## src/rtl/ffha_pkg.sv

```systemverilog
package ffha_pkg;

    // Default geometry
    localparam int HEAP_BYTES_DEF   = 1048576;
    localparam int HEADER_BYTES_DEF = 12;
    localparam int MAX_BLOCKS_DEF   = 64;

    localparam logic [31:0] HEAP_BASE_RST = 32'h0010_0000;

    // Field widths
    localparam int ADDR_W = 32;
    localparam int REQ_W  = 24;
    localparam int NEED_W = REQ_W + 1;
    localparam int ST_W   = 3;

    // Opcodes
    localparam logic OP_ALLOC = 1'b0;
    localparam logic OP_FREE  = 1'b1;

    // Status codes
    localparam logic [ST_W-1:0] ST_OK      = 3'd0;
    localparam logic [ST_W-1:0] ST_ZERO    = 3'd1;
    localparam logic [ST_W-1:0] ST_NOFIT   = 3'd2;
    localparam logic [ST_W-1:0] ST_NULL    = 3'd3;
    localparam logic [ST_W-1:0] ST_UNKNOWN = 3'd4;

    // Table update broadcast to the cells
    typedef enum logic [2:0] {
        CMD_NONE,
        CMD_ALLOC_WHOLE,
        CMD_ALLOC_SPLIT,
        CMD_FREE_ONLY,
        CMD_FREE_NEXT,
        CMD_FREE_PREV,
        CMD_FREE_BOTH
    } t_cmd_kind;

    typedef struct packed {
        logic      scan;       // register per-cell hit
        logic      scan_free;  // hit means address match, else fit
        logic      pick;       // register first-hit select
        t_cmd_kind kind;       // table update to apply
    } t_cell_ctl;

endpackage

```

## src/rtl/ffha_cell.sv

```systemverilog
// One table entry: holds a block, tests it against a request and shifts
// entries with its neighbors on insert and merge.
module ffha_cell
    import ffha_pkg::*;
#(
    parameter int              SW        = 21,
    parameter bit              IS_HEAD   = 1'b0,
    parameter logic [SW-1:0]   INIT_SIZE = '0
) (
    input  logic              i_clk,
    input  logic              i_rst_n,
    input  t_cell_ctl         i_ctl,
    input  logic [NEED_W-1:0] i_need,
    input  logic [ADDR_W-1:0] i_off,
    input  logic [SW-1:0]     i_cmd_size,
    input  logic [SW-1:0]     i_cmd_start2,
    input  logic [SW-1:0]     i_cmd_size2,
    // left neighbor (lower index)
    input  logic [SW-1:0]     i_l_start,
    input  logic [SW-1:0]     i_l_size,
    input  logic              i_l_free,
    input  logic              i_l_valid,
    input  logic              i_l_sel,
    input  logic              i_chain,
    // right neighbor
    input  logic [SW-1:0]     i_r_start,
    input  logic [SW-1:0]     i_r_size,
    input  logic              i_r_free,
    input  logic              i_r_valid,
    input  logic              i_r_sel,
    // neighbor two places right
    input  logic [SW-1:0]     i_r2_start,
    input  logic [SW-1:0]     i_r2_size,
    input  logic              i_r2_free,
    input  logic              i_r2_valid,
    // own state
    output logic [SW-1:0]     o_start,
    output logic [SW-1:0]     o_size,
    output logic              o_free,
    output logic              o_valid,
    output logic              o_sel,
    output logic              o_chain
);

    localparam int CW = ((SW > NEED_W) ? SW : NEED_W) + 1;

    logic [SW-1:0] r_start, n_start;
    logic [SW-1:0] r_size,  n_size;
    logic          r_free,  n_free;
    logic          r_valid, n_valid;
    logic          r_hit;
    logic          r_sel;
    logic          r_aft;
    logic          w_hit;

    // Test this entry against the request
    always_comb begin
        if (i_ctl.scan_free) begin
            w_hit = r_valid && (ADDR_W'(r_start) == i_off);
        end else begin
            w_hit = r_valid && r_free && (CW'(r_size) >= CW'(i_need));
        end
    end

    // Pass "hit seen" toward higher entries
    assign o_chain = i_chain | r_hit;

    // Apply the broadcast update
    always_comb begin
        n_start = r_start;
        n_size  = r_size;
        n_free  = r_free;
        n_valid = r_valid;
        case (i_ctl.kind)
            CMD_ALLOC_WHOLE: begin
                if (r_sel) n_free = 1'b0;
            end
            CMD_ALLOC_SPLIT: begin
                if (r_sel) begin
                    n_size = i_cmd_size;
                    n_free = 1'b0;
                end else if (i_l_sel) begin
                    n_start = i_cmd_start2;
                    n_size  = i_cmd_size2;
                    n_free  = 1'b1;
                    n_valid = 1'b1;
                end else if (r_aft) begin
                    n_start = i_l_start;
                    n_size  = i_l_size;
                    n_free  = i_l_free;
                    n_valid = i_l_valid;
                end
            end
            CMD_FREE_ONLY: begin
                if (r_sel) n_free = 1'b1;
            end
            CMD_FREE_NEXT: begin
                if (r_sel) begin
                    n_size = i_cmd_size;
                    n_free = 1'b1;
                end else if (r_aft) begin
                    n_start = i_r_start;
                    n_size  = i_r_size;
                    n_free  = i_r_free;
                    n_valid = i_r_valid;
                end
            end
            CMD_FREE_PREV: begin
                if (i_r_sel) begin
                    n_size = i_cmd_size;
                end else if (r_sel || r_aft) begin
                    n_start = i_r_start;
                    n_size  = i_r_size;
                    n_free  = i_r_free;
                    n_valid = i_r_valid;
                end
            end
            CMD_FREE_BOTH: begin
                if (i_r_sel) begin
                    n_size = i_cmd_size;
                end else if (r_sel || r_aft) begin
                    n_start = i_r2_start;
                    n_size  = i_r2_size;
                    n_free  = i_r2_free;
                    n_valid = i_r2_valid;
                end
            end
            default: begin
            end
        endcase
    end

    // Hold entry and per-request flags
    always_ff @(posedge i_clk) begin
        if (!i_rst_n) begin
            r_start <= '0;
            r_size  <= IS_HEAD ? INIT_SIZE : '0;
            r_free  <= IS_HEAD;
            r_valid <= IS_HEAD;
            r_hit   <= 1'b0;
            r_sel   <= 1'b0;
            r_aft   <= 1'b0;
        end else begin
            r_start <= n_start;
            r_size  <= n_size;
            r_free  <= n_free;
            r_valid <= n_valid;
            if (i_ctl.scan) r_hit <= w_hit;
            if (i_ctl.pick) begin
                r_sel <= r_hit & ~i_chain;
                r_aft <= i_chain;
            end
        end
    end

    assign o_start = r_start;
    assign o_size  = r_size;
    assign o_free  = r_free;
    assign o_valid = r_valid;
    assign o_sel   = r_sel;

endmodule

```

## config.mk

```make
export PLATFORM = sky130hd
export DESIGN_NAME = ffha_cell
export DESIGN_NICKNAME = d
export VERILOG_FILES = /design/src/rtl/ffha_pkg.sv /design/src/rtl/ffha_cell.sv
export SDC_FILE = /design/constraint.sdc
export NUM_CORES = 1
export LEC_CHECK = 0
export ABC_AREA = 1
export BUFFER_PORTS_ARGS = -buffer_cell sky130_fd_sc_hd__buf_4
export CORE_MARGIN = 2
export CORE_UTILIZATION = 25
export DETAILED_ROUTE_END_ITERATION = 16
export PLACE_DENSITY_LB_ADDON = 0.25
export SETUP_SLACK_MARGIN = 0.1
export SLEW_MARGIN = 20
export SYNTH_ARGS = -nofsm -noshare
export SYNTH_HDL_FRONTEND = slang
export SYNTH_SLANG_ARGS = --single-unit
```

## constraint.sdc

```tcl
create_clock -name i_clk -period 2.5 [get_ports i_clk]
set_clock_uncertainty 0.1 [all_clocks]
set_input_delay 0.25 -clock i_clk [delete_from_list [all_inputs] [get_ports i_clk]]
set_output_delay 0.25 -clock i_clk [all_outputs]
set_load 0.05 [all_outputs]
```

==> flow_summary.yaml <==
timing:
  rsz0062_at_grt: "no"
  setup-violations-final: 0
  min_period_over_period: 0.791
  slew_headroom: 0.358
  slew_viol_final: 0
  finalSetupTns_ns: 0
  hold_viol_final: 0
  worstMarginPinSlew_ns: 0.961
  post-route-min-period_ns: 1.98
  fmax_ghz: 0.505
finish:
  drive_gt1_frac: 0.303
  final_common_cell: "buf_4"
  area_delta_synth_final_pct: 55.2
  final_cells: 1419
  layout.nets: 1436
  mostFrequentLayoutCells: "323 x buf_4, 287 x nand2_1, 96 x nor2_1, 64 x o21ai_0, 58 x inv_1"
synth:
  synth_top_area_share: 0.219
  syn_avg_cell_area_um2: 5.65
  ys_types: 34
  synth-edff-count: 0
  yosys_warnings: 0
  synth_mux_area_frac: 0
  synth_area_leaders: "nand2_1 22%, dfxtp_1 19%, nor2_1 7.3%"
  synth_compound_area_frac: 0.248
  synthesis.area_mm2: 0.00493
  synth_adder_area_share: 0.0533
  synth_xor_area_frac: 0.0249
  synthCells: 872
  synth_top_family_by_area: "simple AND/OR/NAND/NOR gates"
  async_flop_share: 0
  ys_seq_area_frac: 0.191
  synth_nets: 1156
  yosys.area_share.simple: 0.387
  ys_ff_latch: 47
  yosysTopAreaCell: "nand2_1"
  synth_ff_type: "dfxtp_1"
routing:
  wl_per_cell_um: 15.8
  vias: 6683
  first_pass_iters: 5
  initialDrtViolationCount: 371
  final_antenna_net_count: 0
  wl_mm: 22.5
  vias_per_cell: 4.71
  drc_errors: 0
clocking:
  cts_tree: "done"
  cts.repair.resized: 0
  clkLatencyLatePin_ns: 0.31
  postCtsHoldBufs: 0
  cts-buffers-inserted: 5
  htreeDepth: 2
  clock-root-buffer: "clkbuf_16"
  cts_buffer_depth: 2
  post-cts-setup-buffers: 0
  cts_sinks: 47
  path_clk_slew_ns: 0.07
pwr:
  ir_drop_uv: 241
  leakage_nw: 3.94
  powerDensity_mw_per_mm2: 415
placed_design:
  finalWeightedCongestion: 0.876
  io_buffer_count: 308
  dp_hpwl_mm: 17.9
  placed_cells: 1410
worst_setup_path:
  worstPathRequired_ns: 2.60
  arrival_ns: 2.08
  startpoint_type: "register"
  max_stage_delay_ns: 0.72
  critPathCaptureType: "register"
  cp_max_fo: 44
  worstSetupPathType: "reg2reg"
  r2r_slack_ns: 0.52
  critPathSlowestCell: "nor2_4"
  crit_chain: "inv_2 -> nand2_1 -> nor2_2 -> nor2_4 -> nand4_1 -> nand2_1 -> nor2_1"
  cpLargestDelayFamily: "simple AND/OR/NAND/NOR gates"
  crit_top_cell: "nand2_1"
  cp.buffers_inverters: 1
floorplanning:
  initial_utilization: 0.254
  coreArea_mm2: 0.0194
  die_w_um: 144
  die-area_mm2: 0.0209
  std_cell_rows: 51
  io_pins: 309
  die_y_um: 144
worst_hold_path:
  hp-class: "in2reg"
global_routing:
  grt_usage: 0.207
  grt_pass1_wl_mm: 33.4
  grt_pass1_vias: 6370
  grt_max_degree: 45
  grt_overflow: 0
  antenna_found_initial: 1
status:
  status: "complete, no violations"
job:
  drv_cap: 0
-- metrics by stage --
step | utilization | power [mW] | hold slack [ns] | area (µm²) | worst slack (ns)
floorplan | - | 1.82 | 0.312 | 4930 | 0.592
global route | 0.394 | 3.39 | 0.182 | 7650 | 0.270
global placement | 0.387 | 2.48 | 0.407 | 7500 | 0.419
CTS | 0.394 | 3.20 | 0.113 | 7650 | 0.496
finish | 0.394 | 3.17 | 0.130 | 7650 | 0.522
detailed placement | 0.387 | 2.48 | 0.404 | 7500 | 0.420
-- layer usage --
metal,global-route usage,part of all wire
met1,0.264,0.43
met2,0.355,0.48
met3,0.0404,0.069
met4,0.0588,0.018
met5,0,0
-- registers in the layout, summed over array words and instances (netlist names) --
| register | flops |
|---|---|
| o_sel | 1 |
| r_aft | 1 |
| r_hit | 1 |
| o_start | 21 |
| o_size | 21 |
| o_free | 1 |
| o_valid | 1 |
-- tightest hold or removal path, cell delays in order --
cell	delay [ns]
buf_4	0.08
nand3_1	0.07
nand2_1	0.06
inv_1	0.03
-- layout make-up --
class / instances / area [µm²]
clock buffer: 5 / 125
fill: 2216 / 11700
multi-input combinational: 706 / 3530
sequential: 47 / 941
clock inverter: 3 / 23.8
antenna: 1 / 2.50
timing repair buffer: 324 / 2440
inverter: 68 / 255
tap: 265 / 332
-- path summary, 6_finish.rpt --
check / startpoint / end / depth (start not counted)
setup reg to reg: o_sel$_SDFFE_PN0P_ / o_start[16]$_SDFFE_PN0P_ / 7
hold / removal: i_ctl[5] / r_hit$_SDFFE_PN0P_ / 4
setup / recovery: o_sel$_SDFFE_PN0P_ / o_start[16]$_SDFFE_PN0P_ / 7
hold reg to reg: o_free$_SDFFE_PN0P_ / o_free$_SDFFE_PN0P_ / 2
-- cell usage after synthesis, types with 2 or more instances --
| cell | n |
|---|---|
| xnor2_1 | 11 |
| buf_2 | 21 |
| ha_1 | 21 |
| o21ai_1 | 22 |
| clkbuf_1 | 29 |
| a21o_1 | 2 |
| nand3_1 | 25 |
| a21boi_0 | 18 |
| nand2_1 | 287 |
| o21ai_0 | 64 |
| a22oi_1 | 19 |
| clkinv_1 | 2 |
| a21oi_1 | 57 |
| nor2_2 | 3 |
| a22o_1 | 2 |
| nor3b_1 | 12 |
| dfxtp_1 | 47 |
| nor3_1 | 5 |
| inv_1 | 59 |
| a211oi_1 | 2 |
| o22ai_1 | 14 |
| xor2_1 | 3 |
| nand4_1 | 28 |
| nor2_1 | 96 |
| a21boi_1 | 6 |
| or2_2 | 3 |
| inv_2 | 7 |
-- where the power goes --
group / internal [mW] / leakage [nW] / switching (mW)
clock: 0.375 / 0.0664 / 0.330
sequential: 0.829 / 0.389 / 0.0987
combinational: 0.664 / 3.48 / 0.876
-- cells by family (layout without fill, tap and decap cells) --
family,count (synthesis),after routing
other,0,1
adder cells (fa/ha/maj),21,21
AO/OA/AOI/OAI,210,210
AND/OR/NAND/NOR,461,461
XOR/XNOR,14,14
flip-flops,47,47
buffers and inverters,119,400
No activity file was read; power rests on OpenSTA's default activity.
